`config.mk`:
```
export PLATFORM = sky130hd
export DESIGN_NAME = space_vector_pwm_modulator_top
export DESIGN_NICKNAME = d
export VERILOG_FILES = /design/src/hw/rtl/svpwm_pkg.sv /design/src/hw/rtl/svpwm_front.sv /design/src/hw/rtl/svpwm_fifo.sv /design/src/hw/rtl/svpwm_div.sv /design/src/hw/rtl/svpwm_back.sv /design/src/hw/rtl/space_vector_pwm_modulator_top.sv
export SDC_FILE = /design/constraint.sdc
export NUM_CORES = 2
export LEC_CHECK = 0
export ABC_AREA = 1
export BUFFER_PORTS_ARGS = -buffer_cell sky130_fd_sc_hd__buf_4
export CORE_ASPECT_RATIO = 2
export CORE_MARGIN = 3
export CORE_UTILIZATION = 41
export CTS_CLUSTER_DIAMETER = 30
export DETAILED_ROUTE_END_ITERATION = 7
export HOLD_SLACK_MARGIN = 0.15
export PLACE_DENSITY = 0.66
export SYNTH_ARGS = -nofsm -noshare
export SYNTH_HDL_FRONTEND = slang
export SYNTH_HIERARCHICAL = 1
export SYNTH_SLANG_ARGS = --single-unit
export TNS_END_PERCENT = 30
```
`constraint.sdc`:
```
create_clock -name clk -period 24.9 [get_ports clk]
set_input_delay 2.49 -clock clk [delete_from_list [all_inputs] [get_ports clk]]
set_output_delay 2.49 -clock clk [all_outputs]
set_load 0.005 [all_outputs]
```
`src/hw/rtl/svpwm_pkg.sv`:
```
package svpwm_pkg;

	localparam int COUNT_BITS = 16;
	localparam int PH_W       = 34;
	localparam int V_W        = 33;
	localparam int MUL_A_W    = 35;
	localparam int MUL_B_W    = 18;
	localparam int MUL_P_W    = MUL_A_W + MUL_B_W;
	localparam int NUM_W      = 52;
	localparam int DEN_W      = 35;
	localparam int QUO_W      = 17;
	localparam int CNT_W      = 5;

	localparam logic signed [MUL_B_W-1:0] K_SQRT3_2   = 18'sd56756;
	localparam logic signed [MUL_B_W-1:0] K_INV_SQRT3 = 18'sd37837;
	localparam logic [V_W-1:0]            Q30_ONE     = 33'd1073741824;
	localparam logic [49:0]               Q30_HALF    = 50'd536870912;

	localparam logic [1:0] CFG_PERIOD    = 2'd0;
	localparam logic [1:0] CFG_MIN_PULSE = 2'd1;
	localparam logic [1:0] CFG_GAIN      = 2'd2;

	localparam logic [COUNT_BITS-1:0] PERIOD_RST    = COUNT_BITS'(2000);
	localparam logic [14:0]           MIN_PULSE_RST = 15'd8;
	localparam logic [15:0]           GAIN_RST      = 16'd6554;

	typedef struct packed {
		logic [COUNT_BITS-1:0] period;
		logic [14:0]           min_pulse;
		logic [15:0]           gain;
	} svpwm_cfg_t;

	typedef struct packed {
		logic [V_W-1:0]     v_a;
		logic [V_W-1:0]     v_b;
		logic [V_W-1:0]     v_c;
		logic [V_W-1:0]     span;
		logic               scale;
		logic signed [15:0] rcos;
		logic signed [15:0] rsin;
		logic [15:0]        sup;
	} svpwm_item_t;

	typedef enum logic [4:0] {
		S_IDLE,
		S_CNT_MUL,
		S_CNT_DIV,
		S_CNT_WAIT,
		S_CNT_SNAP,
		S_VA_MUL,
		S_VA_DIV,
		S_VA_WAIT,
		S_VB_MUL1,
		S_VB_MUL2,
		S_VB_DIV,
		S_VB_WAIT,
		S_UD_M1,
		S_UD_M2,
		S_UQ_M1,
		S_UQ_M2,
		S_FD,
		S_FQ,
		S_FQ2,
		S_DONE
	} svpwm_state_t;

	function automatic logic signed [31:0] sat32(input logic signed [34:0] v);
		if (v > 35'sd2147483647) begin
			return 32'sh7FFFFFFF;
		end else if (v < -35'sd2147483648) begin
			return 32'sh80000000;
		end
		return v[31:0];
	endfunction

endpackage

```
`src/hw/rtl/svpwm_front.sv`:
```
module svpwm_front (
	input  logic                  clk,
	input  logic                  arst_n,
	input  logic                  in_valid,
	output logic                  in_ready,
	input  logic [79:0]           in_data,
	output logic                  push,
	input  logic                  fifo_full,
	output svpwm_pkg::svpwm_item_t item
);

	logic                                 s1_valid_q;
	logic signed [svpwm_pkg::PH_W-1:0]    pa_s1, pb_s1, pc_s1;
	logic signed [15:0]                   rcos_s1, rsin_s1;
	logic [15:0]                          sup_s1;
	logic signed [15:0]                   x, y;
	logic signed [svpwm_pkg::PH_W-1:0]    x_half, y_k;
	logic signed [svpwm_pkg::PH_W-1:0]    mn, mx, span_w;

	assign x      = in_data[15:0];
	assign y      = in_data[31:16];
	assign x_half = svpwm_pkg::PH_W'(x) <<< 15;
	assign y_k    = svpwm_pkg::PH_W'(y) * svpwm_pkg::PH_W'(svpwm_pkg::K_SQRT3_2);

	assign in_ready = !s1_valid_q || !fifo_full;
	assign push     = s1_valid_q && !fifo_full;

	always_ff @(posedge clk or negedge arst_n) begin
		if (!arst_n) begin
			s1_valid_q <= 1'b0;
		end else if (in_valid && in_ready) begin
			s1_valid_q <= 1'b1;
		end else if (push) begin
			s1_valid_q <= 1'b0;
		end
	end

	always_ff @(posedge clk) begin
		if (in_valid && in_ready) begin
			pa_s1   <= svpwm_pkg::PH_W'(x) <<< 16;
			pb_s1   <= y_k - x_half;
			pc_s1   <= -x_half - y_k;
			rcos_s1 <= in_data[47:32];
			rsin_s1 <= in_data[63:48];
			sup_s1  <= in_data[79:64];
		end
	end

	always_comb begin
		mn = (pa_s1 < pb_s1) ? pa_s1 : pb_s1;
		mx = (pa_s1 < pb_s1) ? pb_s1 : pa_s1;
		if (pc_s1 < mn) begin
			mn = pc_s1;
		end
		if (pc_s1 > mx) begin
			mx = pc_s1;
		end
		span_w = mx - mn;
	end

	always_comb begin
		item.v_a   = svpwm_pkg::V_W'(pa_s1 - mn);
		item.v_b   = svpwm_pkg::V_W'(pb_s1 - mn);
		item.v_c   = svpwm_pkg::V_W'(pc_s1 - mn);
		item.span  = svpwm_pkg::V_W'(span_w);
		item.scale = svpwm_pkg::V_W'(span_w) > svpwm_pkg::Q30_ONE;
		item.rcos  = rcos_s1;
		item.rsin  = rsin_s1;
		item.sup   = sup_s1;
	end

endmodule

```
`src/hw/rtl/svpwm_fifo.sv`:
```
module svpwm_fifo (
	input  logic                  clk,
	input  logic                  arst_n,
	input  logic                  push,
	input  svpwm_pkg::svpwm_item_t wr_item,
	output logic                  full,
	input  logic                  pop,
	output logic                  valid,
	output svpwm_pkg::svpwm_item_t rd_item
);

	svpwm_pkg::svpwm_item_t mem_q [2];
	logic                   wr_ptr_q, rd_ptr_q;
	logic [1:0]             count_q;

	assign full    = count_q == 2'd2;
	assign valid   = count_q != 2'd0;
	assign rd_item = mem_q[rd_ptr_q];

	always_ff @(posedge clk or negedge arst_n) begin
		if (!arst_n) begin
			wr_ptr_q <= 1'b0;
			rd_ptr_q <= 1'b0;
			count_q  <= 2'd0;
		end else begin
			if (push) begin
				wr_ptr_q <= !wr_ptr_q;
			end
			if (pop) begin
				rd_ptr_q <= !rd_ptr_q;
			end
			count_q <= count_q + 2'(push) - 2'(pop);
		end
	end

	always_ff @(posedge clk) begin
		if (push) begin
			mem_q[wr_ptr_q] <= wr_item;
		end
	end

	a_no_overflow: assert property (@(posedge clk) disable iff (!arst_n) push |-> !full)
		else $error("queue overflow");
	a_no_underflow: assert property (@(posedge clk) disable iff (!arst_n) pop |-> valid)
		else $error("queue underflow");

endmodule

```
`src/hw/rtl/svpwm_div.sv`:
```
module svpwm_div (
	input  logic                        clk,
	input  logic                        arst_n,
	input  logic                        start,
	input  logic [svpwm_pkg::NUM_W-1:0] num,
	input  logic [svpwm_pkg::DEN_W-1:0] den,
	output logic                        busy,
	output logic                        done,
	output logic [svpwm_pkg::QUO_W-1:0] quot
);

	logic [svpwm_pkg::NUM_W-1:0] rem_q, den_q;
	logic [svpwm_pkg::NUM_W:0]   trial;
	logic [svpwm_pkg::CNT_W-1:0] cnt_q;
	logic                        busy_q, done_q;
	logic [svpwm_pkg::QUO_W-1:0] quot_q;

	assign trial = {1'b0, rem_q} - {1'b0, den_q};
	assign busy  = busy_q;
	assign done  = done_q;
	assign quot  = quot_q;

	always_ff @(posedge clk or negedge arst_n) begin
		if (!arst_n) begin
			busy_q <= 1'b0;
			done_q <= 1'b0;
			cnt_q  <= '0;
		end else begin
			done_q <= 1'b0;
			if (start) begin
				busy_q <= 1'b1;
				cnt_q  <= svpwm_pkg::CNT_W'(svpwm_pkg::QUO_W - 1);
			end else if (busy_q) begin
				cnt_q <= cnt_q - 1'b1;
				if (cnt_q == '0) begin
					busy_q <= 1'b0;
					done_q <= 1'b1;
				end
			end
		end
	end

	always_ff @(posedge clk) begin
		if (start) begin
			rem_q  <= num;
			den_q  <= svpwm_pkg::NUM_W'({den, (svpwm_pkg::QUO_W - 1)'(0)});
			quot_q <= '0;
		end else if (busy_q) begin
			den_q <= den_q >> 1;
			if (!trial[svpwm_pkg::NUM_W]) begin
				rem_q  <= trial[svpwm_pkg::NUM_W-1:0];
				quot_q <= {quot_q[svpwm_pkg::QUO_W-2:0], 1'b1};
			end else begin
				quot_q <= {quot_q[svpwm_pkg::QUO_W-2:0], 1'b0};
			end
		end
	end

endmodule

```
`src/hw/rtl/svpwm_back.sv`:
```
module svpwm_back (
	input  logic                   clk,
	input  logic                   arst_n,
	input  svpwm_pkg::svpwm_cfg_t  cfg,
	input  logic                   item_valid,
	input  svpwm_pkg::svpwm_item_t item,
	output logic                   pop,
	output logic                   out_valid,
	input  logic                   out_ready,
	output logic [111:0]           out_data
);

	svpwm_pkg::svpwm_state_t state_q, state_d;
	svpwm_pkg::svpwm_item_t  item_q;
	logic [1:0]              ph_q;
	logic [15:0]             duty_q [3];
	logic [svpwm_pkg::QUO_W-1:0] d_q;
	logic signed [svpwm_pkg::MUL_P_W-1:0] mul_q, mul_p;
	logic signed [svpwm_pkg::MUL_A_W-1:0] mul_a;
	logic signed [svpwm_pkg::MUL_B_W-1:0] mul_b;
	logic [svpwm_pkg::MUL_P_W-1:0]        abs_mul;
	logic                    neg_q;
	logic signed [15:0]      va_q, vb_q, vsat;
	logic signed [31:0]      p1_q, ud_q, uq_q, acc_d_q, acc_q_q;
	logic                    out_valid_q;
	logic [111:0]            out_data_q;
	logic [svpwm_pkg::V_W-1:0] v_sel;
	logic signed [18:0]      n_va;
	logic signed [17:0]      n_vb;
	logic [17:0]             per3;
	logic                    div_start, div_busy, div_done, out_load;
	logic [svpwm_pkg::NUM_W-1:0] div_num;
	logic [svpwm_pkg::DEN_W-1:0] div_den;
	logic [svpwm_pkg::QUO_W-1:0] div_quot;

	svpwm_div u_div (
		.clk    (clk),
		.arst_n (arst_n),
		.start  (div_start),
		.num    (div_num),
		.den    (div_den),
		.busy   (div_busy),
		.done   (div_done),
		.quot   (div_quot)
	);

	always_comb begin
		unique case (ph_q)
			2'd0:    v_sel = item_q.v_a;
			2'd1:    v_sel = item_q.v_b;
			default: v_sel = item_q.v_c;
		endcase
	end

	assign n_va    = $signed({2'b0, duty_q[0], 1'b0}) - $signed({3'b0, duty_q[1]})
		- $signed({3'b0, duty_q[2]});
	assign n_vb    = $signed({2'b0, duty_q[1]}) - $signed({2'b0, duty_q[2]});
	assign per3    = {1'b0, cfg.period, 1'b0} + {2'b0, cfg.period};
	assign mul_p   = mul_a * mul_b;
	assign abs_mul = mul_q[svpwm_pkg::MUL_P_W-1] ? svpwm_pkg::MUL_P_W'(-mul_q) : mul_q;

	always_comb begin
		if (!neg_q) begin
			vsat = (div_quot > 17'd32767) ? 16'sh7FFF : $signed(div_quot[15:0]);
		end else begin
			vsat = (div_quot > 17'd32768) ? 16'sh8000 : 16'(-$signed({1'b0, div_quot}));
		end
	end

	always_comb begin
		state_d = state_q;
		unique case (state_q)
			svpwm_pkg::S_IDLE:     if (item_valid) state_d = svpwm_pkg::S_CNT_MUL;
			svpwm_pkg::S_CNT_MUL:  state_d = svpwm_pkg::S_CNT_DIV;
			svpwm_pkg::S_CNT_DIV:  state_d = item_q.scale ? svpwm_pkg::S_CNT_WAIT
				: svpwm_pkg::S_CNT_SNAP;
			svpwm_pkg::S_CNT_WAIT: if (div_done) state_d = svpwm_pkg::S_CNT_SNAP;
			svpwm_pkg::S_CNT_SNAP: state_d = (ph_q == 2'd2) ? svpwm_pkg::S_VA_MUL
				: svpwm_pkg::S_CNT_MUL;
			svpwm_pkg::S_VA_MUL:   state_d = (cfg.period == '0) ? svpwm_pkg::S_UD_M1
				: svpwm_pkg::S_VA_DIV;
			svpwm_pkg::S_VA_DIV:   state_d = svpwm_pkg::S_VA_WAIT;
			svpwm_pkg::S_VA_WAIT:  if (div_done) state_d = svpwm_pkg::S_VB_MUL1;
			svpwm_pkg::S_VB_MUL1:  state_d = svpwm_pkg::S_VB_MUL2;
			svpwm_pkg::S_VB_MUL2:  state_d = svpwm_pkg::S_VB_DIV;
			svpwm_pkg::S_VB_DIV:   state_d = svpwm_pkg::S_VB_WAIT;
			svpwm_pkg::S_VB_WAIT:  if (div_done) state_d = svpwm_pkg::S_UD_M1;
			svpwm_pkg::S_UD_M1:    state_d = svpwm_pkg::S_UD_M2;
			svpwm_pkg::S_UD_M2:    state_d = svpwm_pkg::S_UQ_M1;
			svpwm_pkg::S_UQ_M1:    state_d = svpwm_pkg::S_UQ_M2;
			svpwm_pkg::S_UQ_M2:    state_d = svpwm_pkg::S_FD;
			svpwm_pkg::S_FD:       state_d = svpwm_pkg::S_FQ;
			svpwm_pkg::S_FQ:       state_d = svpwm_pkg::S_FQ2;
			svpwm_pkg::S_FQ2:      state_d = svpwm_pkg::S_DONE;
			svpwm_pkg::S_DONE:     if (!out_valid_q || out_ready) state_d = svpwm_pkg::S_IDLE;
			default:               state_d = svpwm_pkg::S_IDLE;
		endcase
	end

	always_comb begin
		mul_a     = '0;
		mul_b     = '0;
		div_start = 1'b0;
		div_num   = '0;
		div_den   = '0;
		pop       = 1'b0;
		out_load  = 1'b0;
		unique case (state_q)
			svpwm_pkg::S_IDLE: pop = item_valid;
			svpwm_pkg::S_CNT_MUL: begin
				mul_a = $signed({2'b0, v_sel});
				mul_b = $signed({2'b0, cfg.period});
			end
			svpwm_pkg::S_CNT_DIV: begin
				div_start = item_q.scale;
				div_num   = svpwm_pkg::NUM_W'({mul_q[49:0], 1'b0})
					+ svpwm_pkg::NUM_W'(item_q.span);
				div_den   = svpwm_pkg::DEN_W'({item_q.span, 1'b0});
			end
			svpwm_pkg::S_VA_MUL: begin
				mul_a = svpwm_pkg::MUL_A_W'(n_va);
				mul_b = $signed({2'b0, item_q.sup});
			end
			svpwm_pkg::S_VA_DIV: begin
				div_start = 1'b1;
				div_num   = svpwm_pkg::NUM_W'({abs_mul[49:0], 1'b0})
					+ svpwm_pkg::NUM_W'(per3);
				div_den   = svpwm_pkg::DEN_W'({per3, 1'b0});
			end
			svpwm_pkg::S_VB_MUL1: begin
				mul_a = svpwm_pkg::MUL_A_W'(n_vb);
				mul_b = $signed({2'b0, item_q.sup});
			end
			svpwm_pkg::S_VB_MUL2: begin
				mul_a = mul_q[svpwm_pkg::MUL_A_W-1:0];
				mul_b = svpwm_pkg::K_INV_SQRT3;
			end
			svpwm_pkg::S_VB_DIV: begin
				div_start = 1'b1;
				div_num   = svpwm_pkg::NUM_W'({abs_mul[49:0], 1'b0})
					+ svpwm_pkg::NUM_W'({cfg.period, 16'b0});
				div_den   = svpwm_pkg::DEN_W'({cfg.period, 17'b0});
			end
			svpwm_pkg::S_UD_M1: begin
				mul_a = svpwm_pkg::MUL_A_W'(item_q.rcos);
				mul_b = svpwm_pkg::MUL_B_W'(va_q);
			end
			svpwm_pkg::S_UD_M2: begin
				mul_a = svpwm_pkg::MUL_A_W'(item_q.rsin);
				mul_b = svpwm_pkg::MUL_B_W'(vb_q);
			end
			svpwm_pkg::S_UQ_M1: begin
				mul_a = svpwm_pkg::MUL_A_W'(item_q.rcos);
				mul_b = svpwm_pkg::MUL_B_W'(vb_q);
			end
			svpwm_pkg::S_UQ_M2: begin
				mul_a = svpwm_pkg::MUL_A_W'(item_q.rsin);
				mul_b = svpwm_pkg::MUL_B_W'(va_q);
			end
			svpwm_pkg::S_FD: begin
				mul_a = svpwm_pkg::MUL_A_W'(ud_q) - svpwm_pkg::MUL_A_W'(acc_d_q);
				mul_b = $signed({2'b0, cfg.gain});
			end
			svpwm_pkg::S_FQ: begin
				mul_a = svpwm_pkg::MUL_A_W'(uq_q) - svpwm_pkg::MUL_A_W'(acc_q_q);
				mul_b = $signed({2'b0, cfg.gain});
			end
			svpwm_pkg::S_DONE: out_load = !out_valid_q || out_ready;
			default: ;
		endcase
	end

	always_ff @(posedge clk or negedge arst_n) begin
		if (!arst_n) begin
			state_q     <= svpwm_pkg::S_IDLE;
			ph_q        <= 2'd0;
			acc_d_q     <= '0;
			acc_q_q     <= '0;
			out_valid_q <= 1'b0;
		end else begin
			state_q <= state_d;
			if (pop) begin
				ph_q <= 2'd0;
			end else if (state_q == svpwm_pkg::S_CNT_SNAP) begin
				ph_q <= ph_q + 2'd1;
			end
			if (state_q == svpwm_pkg::S_FQ) begin
				acc_d_q <= acc_d_q + 32'(mul_q >>> 16);
			end
			if (state_q == svpwm_pkg::S_FQ2) begin
				acc_q_q <= acc_q_q + 32'(mul_q >>> 16);
			end
			if (out_load) begin
				out_valid_q <= 1'b1;
			end else if (out_ready) begin
				out_valid_q <= 1'b0;
			end
		end
	end

	always_ff @(posedge clk) begin
		mul_q <= mul_p;
		if (pop) begin
			item_q <= item;
		end
		unique case (state_q)
			svpwm_pkg::S_CNT_DIV: d_q <= svpwm_pkg::QUO_W'((mul_q[49:0] + svpwm_pkg::Q30_HALF) >> 30);
			svpwm_pkg::S_CNT_WAIT: if (div_done) d_q <= div_quot;
			svpwm_pkg::S_CNT_SNAP: begin
				if ({1'b0, d_q} < {3'b0, cfg.min_pulse}) begin
					duty_q[ph_q] <= '0;
				end else if ({1'b0, d_q} + {3'b0, cfg.min_pulse} > {2'b0, cfg.period}) begin
					duty_q[ph_q] <= cfg.period;
				end else begin
					duty_q[ph_q] <= d_q[15:0];
				end
			end
			svpwm_pkg::S_VA_MUL: begin
				va_q <= '0;
				vb_q <= '0;
			end
			svpwm_pkg::S_VA_DIV, svpwm_pkg::S_VB_DIV: neg_q <= mul_q[svpwm_pkg::MUL_P_W-1];
			svpwm_pkg::S_VA_WAIT: if (div_done) va_q <= vsat;
			svpwm_pkg::S_VB_WAIT: if (div_done) vb_q <= vsat;
			svpwm_pkg::S_UD_M2, svpwm_pkg::S_UQ_M2: p1_q <= mul_q[31:0];
			svpwm_pkg::S_UQ_M1: ud_q <= svpwm_pkg::sat32(
				(35'(p1_q) + 35'($signed(mul_q[31:0]))) <<< 1);
			svpwm_pkg::S_FD: uq_q <= svpwm_pkg::sat32(
				(35'(p1_q) - 35'($signed(mul_q[31:0]))) <<< 1);
			default: ;
		endcase
		if (out_load) begin
			out_data_q <= {acc_q_q[31:16], acc_d_q[31:16], vb_q, va_q,
				duty_q[2], duty_q[1], duty_q[0]};
		end
	end

	assign out_valid = out_valid_q;
	assign out_data  = out_data_q;

	a_div_free: assert property (@(posedge clk) disable iff (!arst_n) div_start |-> !div_busy)
		else $error("divider restarted while busy");
	a_done_load: assert property (@(posedge clk) disable iff (!arst_n)
		(state_q == svpwm_pkg::S_DONE && !out_valid_q) |=> out_valid_q)
		else $error("finished item not loaded");

endmodule

```
`src/hw/rtl/space_vector_pwm_modulator_top.sv`:
```
// Space-vector PWM modulator that shifts the lowest phase to zero, with D/Q voltage filter.
// Input channel s_*: one item per PWM period (alpha/beta command, rotor cos/sin,
// supply volts). Output channel m_*: one result item per input item, in order,
// carrying three compare counts, rebuilt alpha/beta volts and filtered D/Q volts.
// Configuration: cfg_we writes cfg_data to register cfg_index (0 period,
// 1 minimum pulse, 2 filter gain); write only while no item is in flight.
// An item is registered in the front stage, then the back sequencer runs one
// shared multiplier and a radix-2 divider producing 17 quotient bits, one per
// cycle. The three phases need three extra divisions only when the phase span
// exceeds one and they are scaled; the two volt divisions are skipped for a
// zero period. Throughput is one item per back-end pass; a two-entry queue
// lets the front accept while the back works.
// Reset clears the filter accumulators, the queue and the output valid flag and
// restores period 2000, minimum pulse 8 and gain 6554.
// A stalled receiver holds the result in the output register; the back then
// waits, and the front stops accepting once the queue and its stage register are full.
module space_vector_pwm_modulator_top (
	input  logic         clk,
	input  logic         arst_n,
	input  logic         s_tvalid,
	output logic         s_tready,
	input  logic [79:0]  s_tdata,   // alpha_cmd, beta_cmd, rotor_cos, rotor_sin, supply_volts
	output logic         m_tvalid,
	input  logic         m_tready,
	output logic [111:0] m_tdata,   // duty_a, duty_b, duty_c, volt_alpha, volt_beta, filt_d, filt_q
	input  logic         cfg_we,
	input  logic [1:0]   cfg_index,
	input  logic [15:0]  cfg_data
);

	svpwm_pkg::svpwm_cfg_t  cfg_q;
	svpwm_pkg::svpwm_item_t front_item, queue_item;
	logic                   push, full, pop, queue_valid;

	always_ff @(posedge clk or negedge arst_n) begin
		if (!arst_n) begin
			cfg_q.period    <= svpwm_pkg::PERIOD_RST;
			cfg_q.min_pulse <= svpwm_pkg::MIN_PULSE_RST;
			cfg_q.gain      <= svpwm_pkg::GAIN_RST;
		end else if (cfg_we) begin
			unique case (cfg_index)
				svpwm_pkg::CFG_PERIOD:    cfg_q.period    <= cfg_data[svpwm_pkg::COUNT_BITS-1:0];
				svpwm_pkg::CFG_MIN_PULSE: cfg_q.min_pulse <= cfg_data[14:0];
				svpwm_pkg::CFG_GAIN:      cfg_q.gain      <= cfg_data;
				default: ;
			endcase
		end
	end

	svpwm_front u_front (
		.clk       (clk),
		.arst_n    (arst_n),
		.in_valid  (s_tvalid),
		.in_ready  (s_tready),
		.in_data   (s_tdata),
		.push      (push),
		.fifo_full (full),
		.item      (front_item)
	);

	svpwm_fifo u_fifo (
		.clk     (clk),
		.arst_n  (arst_n),
		.push    (push),
		.wr_item (front_item),
		.full    (full),
		.pop     (pop),
		.valid   (queue_valid),
		.rd_item (queue_item)
	);

	svpwm_back u_back (
		.clk        (clk),
		.arst_n     (arst_n),
		.cfg        (cfg_q),
		.item_valid (queue_valid),
		.item       (queue_item),
		.pop        (pop),
		.out_valid  (m_tvalid),
		.out_ready  (m_tready),
		.out_data   (m_tdata)
	);

endmodule
```
==> metrics.md <==
| Metric | Value |
|---|---|
| Result of the run | `complete, but fails checks` |
| Failing checks | `max-capacitance violations, max-slew violations` |
| Number of global-route vias before repair | `107000` |
| Number of buffers inserted by post-CTS setup repair | `0` |
| Most frequent cell after synthesis | `nand2_1` |
| Top cells by count, synth | `nand2_1 (3263), inv_1 (2533), edfxtp_1 (1063), nor2_1 (1037), ha_1 (906)` |
| Unrepaired setup endpoints after global routing | `no` |
| First-pass GRT wire length | `730000 um` |
| Overflow after GRT | `0` |
| Achievable Freq | `83.5 MHz` |
| Instance area after placement | `121000 um^2` |
| Number of I/O pins | `217` |
| Buffering stage count on the worst path with inverters included | `7` |
| Antenna violations before repair | `66` |
| TritonCTS clock tree | `done` |
| Placeable Area | `279000 um^2` |
| Slowest library cell on the worst path | `nor4_1` |
| Setup skew after layout | `0.132 ns` |
| Count of vias placed by the detailed router | `103000` |
| Iteration count of the initial detailed-routing pass | `7` |
| Post-synthesis cell type count | `90` |
| Syn avg cell area | `8.12 um^2` |
| Data required time of the worst path | `25.69 ns` |
| Summed negative setup slack over all endpoints | `0 ns` |
| Hold buffers post-CTS | `0` |
| Largest area contributor in the synthesized netlist | `edfxtp_1` |
| Headroom to the max-slew limit | `-4.07%` |
| Family of cells with the greatest summed delay on the critical path | `simple AND/OR/NAND/NOR gates` |
| Final clock period utilization by the worst path | `48.1%` |
| Initial core utilization | `41.3%` |
| DRC errors left | `0` |
| Max-cap viol count | `4` |
| Sequential element share of the synthesized area | `32.0%` |
| Number of enable-type register cells in the synthesized netlist | `1063` |
| Pin slew with the least headroom to its limit | `1.55 ns` |
| Detailed router's first-iteration violation count | `7771` |
| Post-DR vias/cell | `5.61` |
| Worst-path maximum fanout | `31` |
| Number of cells on the worst hold path | `0` |
| Rows | `274` |
| Synthesis-stage register bit count | `1278` |
| Endpoint of the worst-slack reg-to-reg timing path | `u_back/mul_q[47]` |
| Start-to-end type of the worst setup path | `reg2reg` |
| Clock latency on the worst-skew pair | `0.97 ns` |
| Fraction of final layout cells sized beyond drive strength 1 | `8.09%` |
| Portion of synthesized cell area occupied by the leading cell type | `27.7%` |
| Count of final hold-check violations | `0` |
| Flop-to-flop setup slack | `12.93 ns` |
| X dimension of the die | `381 um` |
| Resized cells post-CTS | `0` |
| Total Die Area | `288000 um^2` |
| Depth of the worst register-to-register path | `43` |
| Filler cell count in the final layout | `27900` |
| Non-Filler Cell Area, Final | `128000 um^2` |
| Sink count of the clock tree | `1278` |
| Num CTS Buffers | `196` |
| GP Congestion | `1.14` |
| IO Port Bufs | `216` |
| Clock root buffer | `clkbuf_16` |
| Yosys warning total | `6` |
| Final setup violation count | `0` |
| Vertical die dimension | `756 um` |
| Cell count after synthesis | `14200` |
| Pin count of the biggest net entering global routing | `128` |
| Crit start category | `flop` |
| End point of the worst hold path | `u_fifo/mem_q[1][39]` |
| Growth of design area from synthesis to finish | `11.2%` |
| Share of async-settable or async-resettable flops after synthesis | `10.3%` |
| Level count of the clock H-tree | `4` |
| Hold wc startpoint | `u_front/rcos_s1[7]` |
| Final worst path period need | `11.97 ns` |
| Number of nets with antenna violations after detailed routing | `0` |
| Most instantiated flip-flop cell in the synthesis netlist | `edfxtp_1` |
| Launching point of the worst reg2reg path | `u_back/duty_q[1][2]` |
| Total Wirelength | `518000 um` |
| Combined area of all synthesized cells | `115000 um^2` |
| Wire per inst | `28.2 um` |
| Final slew viol count | `5` |
| Final-stage net count | `16200` |
| Arrival time of data at the critical path endpoint | `12.76 ns` |
| Final Core Density | `45.9%` |
| Top post-synthesis cells by area | `edfxtp_1 (28%), fa_1 (13%), nand2_1 (11%)` |
| Endpoint kind of the worst setup timing path | `flop` |
| Post-DP HPWL | `417000 um` |
| Type of the worst min-delay path | `reg2reg` |
| Aggregate global-route resource usage | `35.7%` |
| Slowest cell delay on critical path | `0.83 ns` |
| Buffer levels on the longest clock path | `4` |
| CTS clk-pin slew, worst paths | `0.06 ns` |
[worst max path at each step]
stage	slack, ns	from	to	depth (start not counted)
global route	12.51	u_back/duty_q[1][2]	u_back/mul_q[47]	45
finish	12.93	u_back/duty_q[1][2]	u_back/mul_q[47]	43
global placement	13.14	u_back/duty_q[1][2]	u_back/mul_q[47]	43
detailed placement	13.25	u_back/duty_q[1][2]	u_back/mul_q[47]	43
CTS	13.08	u_back/duty_q[1][2]	u_back/mul_q[47]	43
floorplan	14.84	u_back/state_q[1]	u_fifo/count_q[1]	11
[registers in the layout, indices dropped and copies added, names as in the netlist, 17 cells and up]
| name | flops |
|---|---|
| cfg_q | 47 |
| u_back/acc_d_q | 32 |
| u_back/acc_q_q | 32 |
| u_back/d_q | 17 |
| u_back/duty_q | 48 |
| u_back/item_q | 181 |
| u_back/mul_q | 51 |
| u_back/out_data | 112 |
| u_back/p1_q | 32 |
| u_back/u_div/den_q | 51 |
| u_back/u_div/quot | 17 |
| u_back/u_div/rem_q | 52 |
| u_back/ud_q | 32 |
| u_back/uq_q | 32 |
| u_fifo/mem_q | 362 |
| u_front/pb_s1 | 31 |
| u_front/pc_s1 | 32 |
[final cells by class]
class / instances / area [um^2] / share of cell area [%]
multi-input cells: 9988 / 67200 / 52.4
flip-flops and latches: 1278 / 36900 / 28.8
inverters: 2609 / 9800 / 7.65
clock buffers: 219 / 5080 / 3.97
well taps: 3726 / 4660 / 3.64
repair buffers: 376 / 2890 / 2.25
clock inverters: 138 / 1580 / 1.23
diodes: 51 / 128 / 0.0995
[per-stage QoR]
stage                     setup WS (ns)  std cells  hold WS (ns)
after floorplan                   14.84      14200         0.406
after global placement            13.14      18000         0.423
after detailed placement          13.25      18000         0.431
after CTS                         13.08      18300         0.419
after global routing              12.51      18300         0.429
final                             12.93      18400         0.424
[cells by family after synthesis]
family	share of synthesized area (%)
XOR/XNOR	3.44
other	0.00652
AND/OR/NAND/NOR	20.4
AO/OA/AOI/OAI	11.4
adder cells (fa/ha/maj)	22.7
buffers and inverters	10.0
flip-flops	32.0
[metal layers]
layer / track usage, % / part of all wire, %
met5: 0.300 / 0.035
met4: 44.0 / 15
met3: 10.4 / 7.1
met2: 63.4 / 50
met1: 28.2 / 27
[cells in the final DEF, fill, tap and decap left out, types with 318 or more instances in the layout]
cell type  count
a21oi_1      870
buf_4        368
edfxtp_1    1063
fa_1         739
ha_1         906
inv_1       2530
nand2_1     3261
nand3_1      662
nor2_1      1022
o21ai_0      795
xor2_1       318
Power is left out: the tool's default activity adds up to more than one toggle a clock period on the data nets, which glitch-free logic cannot reach.
